$ cat config.mk
export PLATFORM = sky130hd
export DESIGN_NAME = bbc_back
export DESIGN_NICKNAME = d
export VERILOG_FILES = /design/src/rtl/bbc_pkg.sv /design/src/rtl/bbc_back.sv
export SDC_FILE = /design/constraint.sdc
export NUM_CORES = 1
export LEC_CHECK = 0
export ABC_AREA = 1
export BUFFER_PORTS_ARGS = -buffer_cell sky130_fd_sc_hd__clkbuf_2
export CAP_MARGIN = 15
export CORE_UTILIZATION = 60
export DETAILED_ROUTE_END_ITERATION = 16
export PLACE_DENSITY_LB_ADDON = 0.08
export SYNTH_ARGS = -nofsm -noshare
export SYNTH_HDL_FRONTEND = slang
export SYNTH_SLANG_ARGS = --single-unit
$ cat constraint.sdc
create_clock -name clk -period 3.7 [get_ports clk]
set_input_delay 0.185 -clock clk [delete_from_list [all_inputs] [get_ports clk]]
set_output_delay 0.185 -clock clk [all_outputs]
set_load 0.05 [all_outputs]
$ cat src/rtl/bbc_pkg.sv
// shared types and constants for the bracket balance checker
package bbc_pkg;

	localparam int STACK_DEPTH_DEF = 64;
	localparam int FIFO_DEPTH      = 4;
	localparam int LIMIT_W         = 7;

	localparam logic [7:0] CH_ROUND_OPEN   = 8'h28;
	localparam logic [7:0] CH_ROUND_CLOSE  = 8'h29;
	localparam logic [7:0] CH_SQUARE_OPEN  = 8'h5b;
	localparam logic [7:0] CH_SQUARE_CLOSE = 8'h5d;
	localparam logic [7:0] CH_CURLY_OPEN   = 8'h7b;
	localparam logic [7:0] CH_CURLY_CLOSE  = 8'h7d;

	typedef enum logic [1:0] {
		CLS_OTHER = 2'd0,
		CLS_OPEN  = 2'd1,
		CLS_CLOSE = 2'd2
	} sym_class_t;

	typedef enum logic [1:0] {
		KIND_ROUND  = 2'd0,
		KIND_SQUARE = 2'd1,
		KIND_CURLY  = 2'd2
	} kind_t;

	typedef enum logic [2:0] {
		ERR_NONE     = 3'd0,
		ERR_EMPTY    = 3'd1,
		ERR_WRONG    = 3'd2,
		ERR_OVERFLOW = 3'd3,
		ERR_OPEN     = 3'd4
	} err_t;

	typedef struct packed {
		sym_class_t cls;
		kind_t      kind;
		logic       last;
	} op_t;

endpackage

$ cat src/rtl/bbc_back.sv
// stack engine: carries out push and pop, latches faults, forms the result
module bbc_back #(
	parameter int STACK_DEPTH = bbc_pkg::STACK_DEPTH_DEF
) (
	input  logic                          clk,
	input  logic                          arst_n,
	input  logic [bbc_pkg::LIMIT_W-1:0]   stack_limit,
	input  logic                          op_valid,
	output logic                          op_ready,
	input  bbc_pkg::op_t                  op,
	output logic                          res_valid,
	input  logic                          res_ready,
	output logic                          res_balanced,
	output logic [2:0]                    res_reason
);
	import bbc_pkg::*;

	localparam int AW = $clog2(STACK_DEPTH);
	localparam int DW = $clog2(STACK_DEPTH + 1);
	localparam int LW = (DW > LIMIT_W) ? DW : LIMIT_W;

	kind_t         mem [STACK_DEPTH];
	kind_t         rd_q;
	kind_t         top_q;
	logic [DW-1:0] depth_q;
	err_t          err_q;
	logic          out_valid_q;
	logic          out_balanced_q;
	err_t          out_reason_q;

	logic [LW-1:0] limit_eff;
	logic          take;
	logic [DW-1:0] depth_nxt;
	err_t          err_nxt;
	kind_t         top_nxt;
	logic          mem_we;
	err_t          reason;
	logic [DW-1:0] rd_addr;

	always_comb begin
		if (stack_limit == '0) begin
			limit_eff = LW'(1);
		end else if (LW'(stack_limit) > LW'(STACK_DEPTH)) begin
			limit_eff = LW'(STACK_DEPTH);
		end else begin
			limit_eff = LW'(stack_limit);
		end
	end

	// a final character may only go once the result slot is free
	assign op_ready = !(op.last && out_valid_q && !res_ready);
	assign take     = op_valid && op_ready;

	always_comb begin
		depth_nxt = depth_q;
		err_nxt   = err_q;
		top_nxt   = top_q;
		mem_we    = 1'b0;
		reason    = ERR_NONE;
		if (take && err_q == ERR_NONE) begin
			case (op.cls)
				CLS_OPEN: begin
					if (LW'(depth_q) >= limit_eff) begin
						err_nxt = ERR_OVERFLOW;
					end else begin
						mem_we    = 1'b1;
						top_nxt   = op.kind;
						depth_nxt = depth_q + 1'b1;
					end
				end
				CLS_CLOSE: begin
					if (depth_q == '0) begin
						err_nxt = ERR_EMPTY;
					end else if (top_q != op.kind) begin
						err_nxt = ERR_WRONG;
					end else begin
						// entry below the top is already waiting in rd_q
						top_nxt   = rd_q;
						depth_nxt = depth_q - 1'b1;
					end
				end
				default: begin
				end
			endcase
		end
		if (err_nxt != ERR_NONE) begin
			reason = err_nxt;
		end else if (depth_nxt != '0) begin
			reason = ERR_OPEN;
		end
		if (take && op.last) begin
			depth_nxt = '0;
			err_nxt   = ERR_NONE;
		end
	end

	// prefetch the entry that sits just below the next top
	assign rd_addr = depth_nxt - DW'(2);

	always_ff @(posedge clk) begin
		if (mem_we) begin
			mem[depth_q[AW-1:0]] <= op.kind;
		end
		rd_q  <= mem[rd_addr[AW-1:0]];
		top_q <= top_nxt;
	end

	always_ff @(posedge clk or negedge arst_n) begin
		if (!arst_n) begin
			depth_q     <= '0;
			err_q       <= ERR_NONE;
			out_valid_q <= 1'b0;
		end else begin
			depth_q <= depth_nxt;
			err_q   <= err_nxt;
			if (take && op.last) begin
				out_valid_q <= 1'b1;
			end else if (res_ready) begin
				out_valid_q <= 1'b0;
			end
		end
	end

	always_ff @(posedge clk) begin
		if (take && op.last) begin
			out_balanced_q <= (reason == ERR_NONE);
			out_reason_q   <= reason;
		end
	end

	assign res_valid    = out_valid_q;
	assign res_balanced = out_balanced_q;
	assign res_reason   = out_reason_q;

endmodule

* Word level (Yosys, flattened, before mapping)
Memories as Yosys holds them, arrays and structs flattened. A register that Yosys moved wholly into a read port is not among the register bits.
Index checks and enable logic that the tools add are counted.
** Word-level totals
- Register bits after elaboration :: 17
- Memory bits (writable) :: 128
- Input port bits :: 16
- Logic and storage cells :: 61
- Memories :: 1
** Cells by class
- Add/subtract/negate cells :: 3
- $lt $le $gt $ge :: 2
- Equal/unequal tests :: 6
- Multiplexer cells :: 27
- Reduce and logical (&&, ||, !) cells :: 16
** Memory list
- mem :: depth 64, width 2, read ports 1, clocked after memory_dff 1, write ports 1, line bbc_back.sv:22 : kind_t mem [STACK_DEPTH];
** Operators by type and width (count)
- $mux 7 :: 7
- $mux 3 :: 7
- $logic_not 7->1 :: 2
- $pmux 7 s2 :: 1
- $add 7x1->7 const B :: 1
- $ge 7x7->1 :: 1
- $gt 7x7->1 const B :: 1
- $mux 1 :: 7
- $reduce_bool 7->1 :: 1
- $sub 7x1->7 const B :: 1
- $logic_not 3->1 :: 2
- $mux 2 :: 3
- $ne 2x2->1 const B :: 3
- $pmux 3 s2 :: 1
- $sub 6x2->6 const B :: 1
- $logic_and 1x1->1 :: 5
- $reduce_and 5->1 :: 1
- $pmux 2 s2 :: 1
- $reduce_bool 2->1 :: 2
- $reduce_bool 3->1 :: 1
- $eq 2x1->1 const B :: 1
- $eq 2x2->1 const B :: 1
- $logic_not 1->1 :: 2
- $ne 2x2->1 :: 1

* Depth between registers and ports, before layout
Gate-level depths: netlist (run 1).
- Depth in word-level cells :: 11
- Depth in mapped cells :: 29

* Worst setup path after synthesis (run 1)
No wires, ideal clock.
- Kind :: register to register
- Start :: reg out_valid_q, in the netlist res_valid
- End :: reg rd_q[1] (read register of mem)
- Data arrival time :: 3237 ps
- Data required time :: 3642 ps
- Setup slack :: 405 ps
- Cell stages (with the launch flop) :: 21
- Buffers on the path :: 2
- Cell sequence :: dfrtp_1 -> nand3_1 -> nand2_1 -> nor2_2 -> nand2_2 -> inv_2 -> nand3_1 -> nand2_1 -> nand2_2 -> buf_2 -> ha_1 -> inv_1 -> clkbuf_1 -> o21ai_0 -> inv_1 -> nand2_1 -> nand3_1 -> nand3_1 -> nand3_1 -> nand3_1 -> nand2_1
** Between the ends
- Word-level cells in the longest chain between the ends :: 8
- Elaborated cells on any way between the ends :: 9
** RTL lines
- from (decl) :: line bbc_back.sv:27 : logic out_valid_q;
- from (signal assigned) :: line bbc_back.sv:112 : out_valid_q <= 1'b0;
- from (signal assigned) :: line bbc_back.sv:117 : out_valid_q <= 1'b1;
- from (signal assigned) :: line bbc_back.sv:119 : out_valid_q <= 1'b0;
- $logic_and 1x1->1 (*) (2 in series) :: line bbc_back.sv:51 : assign op_ready = !(op.last && out_valid_q && !res_ready);
- $logic_not 1->1 (*) :: line bbc_back.sv:51
- net op_ready :: line bbc_back.sv:9 : output logic op_ready,
- $logic_and 1x1->1 (*) :: line bbc_back.sv:52 : assign take = op_valid && op_ready;
- $logic_and 1x1->1 :: line bbc_back.sv:60 : if (take && err_q == ERR_NONE) begin
- $mux 7 :: line bbc_back.sv:60
- $mux 7 (*) :: line bbc_back.sv:91 : if (take && op.last) begin
- $sub 6x2->6 (*) :: line bbc_back.sv:98 : assign rd_addr = depth_nxt - DW'(2);
- to (decl) :: line bbc_back.sv:23 : kind_t rd_q;
The timed path passes the listed nets; every way through them passes the cells marked *.
A chain may end at the register's enable or synchronous reset.

* Final worst setup path (run 1)
- Start :: reg depth_q[1]
- End :: reg rd_q[1] (read register of mem)
** Between the ends
- Word-level cells in the longest chain between the ends :: 7
- Elaborated cells on any way between the ends :: 11
** RTL lines
- from (decl) :: line bbc_back.sv:25 : logic [DW-1:0] depth_q;
- from (signal assigned) :: line bbc_back.sv:114 : depth_q <= depth_nxt;
- $sub 7x1->7 :: line bbc_back.sv:79 : depth_nxt = depth_q - 1'b1;
- $mux 7 :: line bbc_back.sv:74 : end else if (top_q != op.kind) begin
- $mux 7 :: line bbc_back.sv:72 : if (depth_q == '0) begin
- $pmux 7 s2 :: line bbc_back.sv:61 : case (op.cls)
- $mux 7 (*) :: line bbc_back.sv:60
- $mux 7 (*) :: line bbc_back.sv:91
- $sub 6x2->6 (*) :: line bbc_back.sv:98
Every way passes the cells marked *; elsewhere a longest branch is shown, timed or not.

==> results of run 1 <==
report_power, final:
part	switching, W	internal [W]	leakage (nW)
clock network	0.000636	0.000975	0.264
logic	0.00111	0.000486	1.84
registers	0.0000590	0.00187	1.37
registers in the layout, indices dropped and copies added (netlist names):
| signal | flops |
|---|---|
| res_valid | 1 |
| res_balanced | 1 |
| depth_q | 7 |
| top_q | 2 |
| rd_q | 2 |
| err_q | 3 |
| mem | 128 |
| res_reason | 3 |
Yosys cell counts, drive strengths merged:
| master | count | area, um2 |
|---|---|---|
| inv | 107 | 407 |
| nand3 | 153 | 781 |
| dfrtp | 11 | 275 |
| xnor2 | 1 | 8.76 |
| nand2 | 161 | 634 |
| nand3b | 27 | 203 |
| clkbuf | 8 | 30.0 |
| and2 | 1 | 6.26 |
| ha | 13 | 163 |
| o211ai | 1 | 7.51 |
| edfxtp | 134 | 4020 |
| nor2 | 106 | 413 |
| clkinv | 2 | 12.5 |
| a22o | 1 | 8.76 |
| nor3b | 1 | 7.51 |
| or2 | 6 | 37.5 |
| nor3 | 2 | 10.0 |
| dfxtp | 2 | 40.0 |
| buf | 25 | 179 |
| a21oi | 5 | 25.0 |
| xor2 | 4 | 35.0 |
| nand4 | 6 | 37.5 |
| a221oi | 1 | 15.0 |
| o21ai | 29 | 145 |
| nor4 | 1 | 6.26 |
| o31ai | 1 | 7.51 |
what timing repair did:
item,in CTS,in global routing
setup endpoints to repair,0,0
hold buffers,1,0
setup buffers,0,0
endpoints found under the hold margin,11,0
layout by cell type, fill, tap and decap left out, types with 3 or more instances in the layout:
master     instances
nand2_1          150
nand3_1          150
edfxtp_1         134
inv_1            103
nor2_1           102
o21ai_0           27
nand3b_1          27
clkbuf_2          21
buf_4             18
clkbuf_16         17
ha_1              13
dfrtp_1           11
nand2_2           10
nand4_1            6
a21oi_1            5
xor2_1             4
or2_1              4
clkinv_4           3
nor2_2             3
nand3_2            3
clkinv_1           3
clkinv_2           3
final timing paths:
kind                              endpoint  slack, ns  cells after the start
worst max-delay path               rd_q[1]       0.46                     19
worst min-delay path             res_valid       0.02                      4
worst max register to register     rd_q[1]       0.46                     19
worst min register to register    err_q[2]       0.48                      2
max in group asynchronous        res_valid       3.22                      2
min in group asynchronous       depth_q[1]       0.21                      2
kinds of logic (layout without fill, tap and decap cells):
| logic type | after synthesis | after routing | share of synthesized area, % |
|---|---|---|---|
| simple gates | 464 | 464 | 28.4 |
| flops | 147 | 147 | 57.7 |
| buf+inv | 142 | 179 | 8.35 |
| compound gates | 38 | 38 | 2.78 |
| fa+ha+maj | 13 | 13 | 2.16 |
| xor+xnor | 5 | 5 | 0.582 |
tightest hold or removal path, delay by kind of cell:
family                 cells  cell delay, ns
buffers and inverters      2            0.12
and+or+nand+nor            2            0.10
metal layers:
layer	vias up	wire, um	GRT usage (%)
met1	2734	7550	39.2
li1	2753	-	-
met2	254	9020	50.7
met5	-	0	0
met3	37	1640	8.13
met4	0	457	13.3
stage by stage:
stage	instance area [um2]	worst slack, ns
6_report	8320	0.458
5_1_grt	8320	0.194
4_1_cts	8320	0.512
3_5_place_dp	7760	0.232
3_3_place_gp	7760	0.367
2_1_floorplan	7520	0.405
cell type report:
type                    count  share of cell area, %
well taps                 168                   2.53
inverters                 109                   5.04
clock buffers              19                   5.20
flip-flops and latches    147                   52.2
clock inverters            11                   1.38
repair buffers             40                   3.01
multi-input cells         520                   30.7
==> out/qor.yml, run 1 <==
run_status: "finished clean"
synth_fp_nets: 838
hp-class: "input port to flip-flop"
clk_pin_slew_ns: 0.06
critical_path.max_fanout: 11
drc: 0
numCtsBuffers: 17
worst_ir_drop_vdd_v: 0.000399
syn_area_mm2: 0.00752
drt_first_pass_iters: 7
cts_buffer_depth: 2
crit_type: "flip-flop to flip-flop"
vias: 5778
clock-sinks: 147
timing.slew.headroom_pct: 56.9
synth_cell_types: 39
row_count: 40
initial_core_util_pct: 62.1
setup-tns-final_ns: 0
avgRoutedWirePerCell_um: 18.4
power.density_mw_per_mm2: 618
cpLargestDelayFamily: "simple AND/OR/NAND/NOR gates"
clk_latency_ns: 0.42
cts_tree: "done"
track_usage_pct: 31.0
drtIter0Drc: 513
cts.root.buffer_cell: "clkbuf_16"
core_region_area_mm2: 0.0121
rsz0062_at_grt: "false"
cpMostUsedCell: "nand3_1"
grt_pass1_vias: 5666
fmax_ghz: 0.308
fin_util_pct: 68.7
avgSynthCellArea_um2: 9.29
gp_congestion: 0.875
io_buffer_count: 21
cp_slowest_cell: "dfrtp_1"
cpPeakStageDelay_ns: 0.48
crit_start: "depth_q[1]"
grt_max_degree: 65
syn_to_final_growth_pct: 10.7
min_from: "res_ready"
regArea_mm2: 0.00434
avgViaCountPerCell: 5.70
finalWirelength_um: 18700
drv_slew: 0
htree_levels: 4
multi_input_area_mm2: 0.00255
hold_slack_ns: 0.0171
critPathBufInv: 4
antenna_found_initial: 0
seq_area_frac_synth_pct: 57.7
leakage_nw: 3.47
cp-end-kind: "flip-flop"
ys_ff_latch: 147
fillers: 994
post-route-period-util_pct: 87.6
grt_pass1_wl_um: 29300
n_antenna_cell: 0
reg2reg_from: "depth_q[1]"
cp-start-kind: "flip-flop"
finalSetupViolCount: 0
ant_nets: 0
die_y_um: 114
place_inst: 983
worstMarginPinSlew_ns: 0.646
nNetsFinal: 864
cp.arrival_ns: 3.61
p_total_w: 0.00514
instances_no_fill: 1014
syn_inst: 809
fp.dieW_um: 114
hpwl_um: 12300
worstPathCellList: "inv_1 > ha_1 > nand2_1 > nor2_2 > a21oi_1 > o21ai_1 > nand3_1 > nand3_2 > ha_1 > inv_1 > buf_4 > o21ai_0 > inv_1 > nand2_1 > nand3_1 > nand3_1 > nand3_1 > nand3_1 > nand2_1"
fin_crit_ns: 3.24
clock_skew_ns: 0.00902
io_pins: 22
synth-warning-count: 0
max_cap_viol_count: 0
drive_gt1_share_pct: 10.5
die_area_mm2: 0.0130
grt-ovfl-total: 0
hold_violations: 0
cts-resized-gates: 0
worst_ep_required_time_ns: 4.07
Power figures use the tool's default switching activity.
==> run 2: changes to the inputs <==
--- a/config.mk
+++ b/config.mk
@@ -10,7 +10,8 @@
 export CAP_MARGIN = 15
 export CORE_UTILIZATION = 60
 export DETAILED_ROUTE_END_ITERATION = 16
-export PLACE_DENSITY_LB_ADDON = 0.08
+export PLACE_DENSITY = 0.77
+export SETUP_SLACK_MARGIN = 0.02
 export SYNTH_ARGS = -nofsm -noshare
 export SYNTH_HDL_FRONTEND = slang
 export SYNTH_SLANG_ARGS = --single-unit
==> out/qor.yml, run 2 (synthesis results as in run 1) <==
cpLargestDelayFamily: "simple AND/OR/NAND/NOR gates"
fmax_ghz: 0.299  # -3.2%
nNetsFinal: 865  # +0.12%
grt.met1_usage_pct: 37.9  # -1.4 points
power.density_mw_per_mm2: 632  # +2.2%
cts_tree: "done"
finalWirelength_um: 18300  # -1.8%
drt_first_pass_iters: 7  # unchanged
worst_ir_drop_vdd_v: 0.000400  # +0.43%
max_cap_viol_count: 0  # unchanged
cp_slowest_cell: "dfrtp_1"
finalSetupViolCount: 0  # unchanged
cp-start-kind: "flip-flop"
rsz0062_at_grt: "true"
grt_pass1_wl_um: 29000  # -0.92%
avgViaCountPerCell: 5.67  # -0.50%
clock_skew_ns: 0.00854  # -0.000482 ns
cp.arrival_ns: 3.67  # +0.06 ns
core_region_area_mm2: 0.0121  # unchanged
worstPathCellList: "inv_1 > ha_1 > inv_1 > nand2_1 > nand2_1 > nand2_1 > nand2_1 > nand2_1 > inv_1 > nand2_1 > nand2_1 > nand3_1 > nand3_1 > nand3_2 > ha_1 > inv_1 > buf_4 > nand3_1 > nand3_1 > nand3_1 > nand3_1 > nand2_1"
clk_latency_ns: 0.43  # about the same
drtIter0Drc: 667  # +30%
run_status: "finished clean"
cp-end-kind: "flip-flop"
hold-path-endpoint: "mem[29][0]"
fp.dieW_um: 114  # unchanged
pre_cts_ws_ns: 0.0636  # -0.169 ns
grt_pass1_vias: 5571  # -1.7%
cpMostUsedCell: "nand2_1"
hp-class: "input port to flip-flop"
timing.slew.headroom_pct: 59.2  # +2.2 points
gr-max-usage-layer: "met2"
ant_nets: 0  # unchanged
avgRoutedWirePerCell_um: 18.0  # -2.1%
worst_ep_required_time_ns: 4.02  # -0.05 ns
grt_use_met2_pct: 50.5  # -0.24 points
die_y_um: 114  # unchanged
grt-ovfl-total: 0  # unchanged
clock-sinks: 147  # unchanged
min_from: "op[1]"
crit_start: "depth_q[0]"
antenna_found_initial: 0  # unchanged
gp_congestion: 0.899  # +2.7%
cpPeakStageDelay_ns: 0.45  # -0.03 ns
track_usage_pct: 30.4  # -0.65 points
rr_endpoint: "rd_q[0]"
syn_to_final_growth_pct: 11.9
min_path_cells: 1  # -3
critical_path.max_fanout: 11  # unchanged
fin_crit_ns: 3.35  # +0.107 ns
n_antenna_cell: 0  # unchanged
drc: 0  # unchanged
fin_ws_ns: 0.351  # -0.107 ns
design_area_mm2: 0.00841  # +1.1%
reg2reg_from: "depth_q[0]"
vias: 5766  # -0.21%
htree_levels: 4  # unchanged
fin_util_pct: 69.5  # +0.75 points
crit_type: "flip-flop to flip-flop"
drv_slew: 0  # unchanged
use_met3_pct: 6.32  # -1.8 points
grt_max_degree: 64  # -1.5%
place_area_mm2: 0.00776  # unchanged
drive_gt1_share_pct: 11.1  # +0.55 points
largest_reg_flops: 128  # unchanged
initial_core_util_pct: 62.1  # unchanged
final_cell_mix: "nand2_1 (150), nand3_1 (150), edfxtp_1 (134), inv_1 (103), nor2_1 (102)"
setup-tns-final_ns: 0  # unchanged
io_buffer_count: 21  # unchanged
r2r_slack_ns: 0.35  # -0.11 ns
r2r_cells: 22  # +3
hpwl_um: 11900  # -3.3%
hold_violations: 0  # unchanged
clk_pin_slew_ns: 0.07  # about the same
leakage_nw: 3.50  # +0.82%
cts_buffer_depth: 2  # unchanged
critPathBufInv: 5  # +1
hold_slack_ns: 0.0914  # +0.0743 ns
numCtsBuffers: 17  # unchanged
row_count: 40  # unchanged
post-route-period-util_pct: 90.5  # +2.9 points
worstMarginPinSlew_ns: 0.613  # -0.0335 ns
die_area_mm2: 0.0130  # unchanged
io_pins: 22  # unchanged
cts.root.buffer_cell: "clkbuf_16"
run 2: what timing repair did:
| action | CTS | global route |
|---|---|---|
| setup endpoints to repair | 0 | 1 |
| endpoints found under the hold margin | 12 | 0 |
| resized for setup | 0 | 0 |
| hold buffers | 2 | 0 |
| setup buffers | 0 | 0 |
run 2: final cells by class:
type	instances	area (um2)
Clock inverter	15	204
Tap cell	168	210
Sequential cell	147	4340
Clock buffer	17	425
Multi-Input combinational cell	520	2550
Inverter	109	419
Fill cell	929	3700
Timing Repair Buffer	41	260
run 2: through the flow:
| step | total power (W) | cells |
|---|---|---|
| CTS | 0.00529 | 1017 |
| detailed placement | 0.00347 | 983 |
| global route | 0.00556 | 1017 |
| finish | 0.00531 | 1017 |
| global placement | 0.00344 | 983 |
| floorplan | 0.00308 | 809 |
run 2: where the power goes:
part	switching [W]	internal [W]
clock	0.000704	0.00113
sequential	0.0000398	0.00187
combinational	0.00109	0.000471
run 2: worst reg2reg max path: stages, from the launching register on:
cell     delay, ns
dfrtp_1       0.45
inv_1         0.15
ha_1          0.31
inv_1         0.05
nand2_1       0.05
nand2_1       0.08
nand2_1       0.06
nand2_1       0.07
nand2_1       0.11
inv_1         0.15
nand2_1       0.06
nand2_1       0.06
nand3_1       0.06
nand3_1       0.13
nand3_2       0.13
ha_1          0.34
inv_1         0.28
buf_4         0.26
nand3_1       0.09
nand3_1       0.11
nand3_1       0.09
nand3_1       0.09
nand2_1       0.06
run 2: worst max path at each step:
stage / endpoint / slack [ns] / depth (start not counted)
2_1_floorplan: rd_q[1] / 0.41 / 20
3_3_place_gp: rd_q[0] / 0.25 / 26
3_5_place_dp: rd_q[0] / 0.06 / 29
4_1_cts: rd_q[1] / 0.37 / 22
5_1_grt: rd_q[1] / 0.005 / 24
6_report: rd_q[0] / 0.35 / 22
run 2: layer usage:
layer	vias up	wire length, um
met5	-	0
met4	0	715
met3	62	1450
met2	255	8880
met1	2698	7280
li1	2751	-
==> run 3: changes to the inputs <==
--- a/config.mk
+++ b/config.mk
@@ -9,8 +9,10 @@
 export BUFFER_PORTS_ARGS = -buffer_cell sky130_fd_sc_hd__clkbuf_2
 export CAP_MARGIN = 15
 export CORE_UTILIZATION = 60
+export CTS_CLUSTER_DIAMETER = 60
 export DETAILED_ROUTE_END_ITERATION = 16
 export PLACE_DENSITY = 0.77
+export REMOVE_ABC_BUFFERS = 1
 export SETUP_SLACK_MARGIN = 0.02
 export SYNTH_ARGS = -nofsm -noshare
 export SYNTH_HDL_FRONTEND = slang
==> out/qor.yml, run 3 (synthesis results as in run 1) <==
run_status: "finished clean"
timing.slew.headroom_pct: 57.2  # -2.0 points
grt_max_degree: 61  # -4.7%
drc: 0  # unchanged
power.density_mw_per_mm2: 630  # -0.25%
drtIter0Drc: 595  # -11%
nNetsFinal: 862  # -0.35%
syn_to_final_growth_pct: 11.5
p_total_w: 0.00528  # -0.56%
gr-max-usage-layer: "met2"
drive_gt1_share_pct: 10.6  # -0.43 points
ant_nets: 0  # unchanged
hold-path-endpoint: "res_valid"
fmax_ghz: 0.299  # +0.26%
reg2reg_from: "depth_q[0]"
cts_tree: "done"
clock-sinks: 147  # unchanged
finalSetupViolCount: 0  # unchanged
regArea_mm2: 0.00434  # unchanged
worst_ir_drop_vdd_v: 0.000357  # -11%
cts.root.buffer_cell: "clkbuf_16"
numCtsBuffers: 17  # unchanged
n_antenna_cell: 0  # unchanged
post-cts-setup-buffers: 0  # unchanged
avgRoutedWirePerCell_um: 18.8  # +4.4%
fin_ws_ns: 0.359  # +0.00855 ns
grt_pass1_wl_um: 30000  # +3.3%
final_cell_mix: "nand2_1 (150), nand3_1 (150), edfxtp_1 (134), inv_1 (103), nor2_1 (102)"
post-route-period-util_pct: 90.3  # -0.23 points
htree_levels: 4  # unchanged
die_area_mm2: 0.0130  # unchanged
finalWirelength_um: 19100  # +4.1%
use_met3_pct: 6.22  # -0.11 points
io_buffer_count: 21  # unchanged
clock_skew_ns: 0.0105  # +0.00200 ns
cp-start-kind: "flip-flop"
antenna_found_initial: 0  # unchanged
fillers: 967  # +4.1%
min_from: "res_ready"
gp_congestion: 0.939  # +4.5%
r2r_slack_ns: 0.36  # about the same
rsz0062_at_grt: "false"
grt.met1_usage_pct: 41.2  # +3.3 points
drt_first_pass_iters: 5  # -2
fp.dieW_um: 114  # unchanged
cts_buffer_depth: 2  # unchanged
pre_cts_ws_ns: 0.0561  # -0.00754 ns
r2r_cells: 24  # +9.1%
grt_pass1_vias: 5756  # +3.3%
die_y_um: 114  # unchanged
leakage_nw: 3.51  # +0.28%
multi_input_area_mm2: 0.00255  # unchanged
cp.arrival_ns: 3.71  # +0.04 ns
largest_reg_flops: 128  # unchanged
critical_path.max_fanout: 21  # +10
worst_ep_required_time_ns: 4.07  # +0.05 ns
avgViaCountPerCell: 5.75  # +1.4%
initial_core_util_pct: 62.1  # unchanged
grt-ovfl-total: 0  # unchanged
vias: 5832  # +1.1%
hp-class: "input port to flip-flop"
drv_slew: 0  # unchanged
hold_violations: 0  # unchanged
hpwl_um: 12500  # +5.2%
clk_pin_slew_ns: 0.06  # about the same
core_region_area_mm2: 0.0121  # unchanged
track_usage_pct: 31.3  # +0.97 points
worstMarginPinSlew_ns: 0.641  # +0.0280 ns
clk_latency_ns: 0.43  # about the same
crit_type: "flip-flop to flip-flop"
rr_endpoint: "rd_q[0]"
grt_use_met2_pct: 50.7  # +0.20 points
cp-end-kind: "flip-flop"
setup-tns-final_ns: 0  # unchanged
row_count: 40  # unchanged
max_cap_viol_count: 0  # unchanged
fin_crit_ns: 3.34  # -0.00855 ns
io_pins: 22  # unchanged
min_path_cells: 4  # +3
## run 3: changes by cell type in the layout (fill, tap and decap cells not counted), moves of 3 or more
cell,before,now
buf_4,18,12
clkinv_2,0,5
clkinvlp_4,6,1
inv_6,3,0
## run 3: through the flow
stage	instance area (um2)	instances	hold slack (ns)	utilization [%]
after detailed placement	7770	981	0.0951	64.2
after floorplan	7310	776	-0.111	-
after global routing	8390	1014	0.0464	69.2
final	8390	1014	0.00720	69.2
after global placement	7770	981	0.0913	64.2
after CTS	8380	1014	0.00295	69.2
## run 3: how the worst max path moves through the flow
stage	start	to	slack, ns	cells after the start
5_1_grt	stack_limit[2]	rd_q[1]	0.05	28
3_3_place_gp	stack_limit[2]	rd_q[1]	0.29	26
3_5_place_dp	stack_limit[2]	rd_q[0]	0.06	29
6_report	depth_q[0]	rd_q[0]	0.36	24
2_1_floorplan	res_valid	rd_q[1]	-1.12	15
4_1_cts	depth_q[0]	rd_q[0]	0.37	23
## run 3: final cells by class
class / instances / area share [%]
flip-flops and latches: 147 / 51.7
clock inverters: 11 / 1.61
inverters: 109 / 5.00
clock buffers: 21 / 5.49
well taps: 168 / 2.51
multi-input cells: 520 / 30.5
repair buffers: 38 / 3.19
## run 3: repair_timing
action                                  CTS  global route
resized for setup                         0             2
endpoints found under the hold margin    11             0
endpoints found under the setup margin    0             2
hold buffers                              1             0
## run 3: worst max-delay path, cell delays in order, from the launching register on
cell and delay, ns:
dfrtp_1 0.45, inv_1 0.18, ha_1 0.31, inv_1 0.04, nand2_1 0.04, nand2_1 0.05, nand2_1 0.06, nand2_1 0.06
nand2_1 0.13, nand2_1 0.17, nand2_2 0.14, nand2_1 0.07, nand2_1 0.09, nand2_2 0.16, ha_1 0.38, inv_1 0.10
buf_6 0.21, o21ai_0 0.11, inv_1 0.07, nand2_1 0.05, nand3_1 0.08, nand3_1 0.08, nand3_1 0.09, nand3_1 0.08
nand2_1 0.08
## run 3: layer usage
| metal | vias to the layer above | wire length (um) |
|---|---|---|
| met5 | - | 0 |
| met4 | 0 | 600 |
| met3 | 48 | 1550 |
| met2 | 281 | 9160 |
| met1 | 2756 | 7780 |
| li1 | 2747 | - |
## run 3: where the power goes
| part | total, W | switching [W] | internal (W) | leakage, nW |
|---|---|---|---|---|
| Sequential | 0.00193 | 0.0000557 | 0.00187 | 1.37 |
| Combinational | 0.00162 | 0.00113 | 0.000489 | 1.85 |
| Clock | 0.00173 | 0.000644 | 0.00109 | 0.294 |
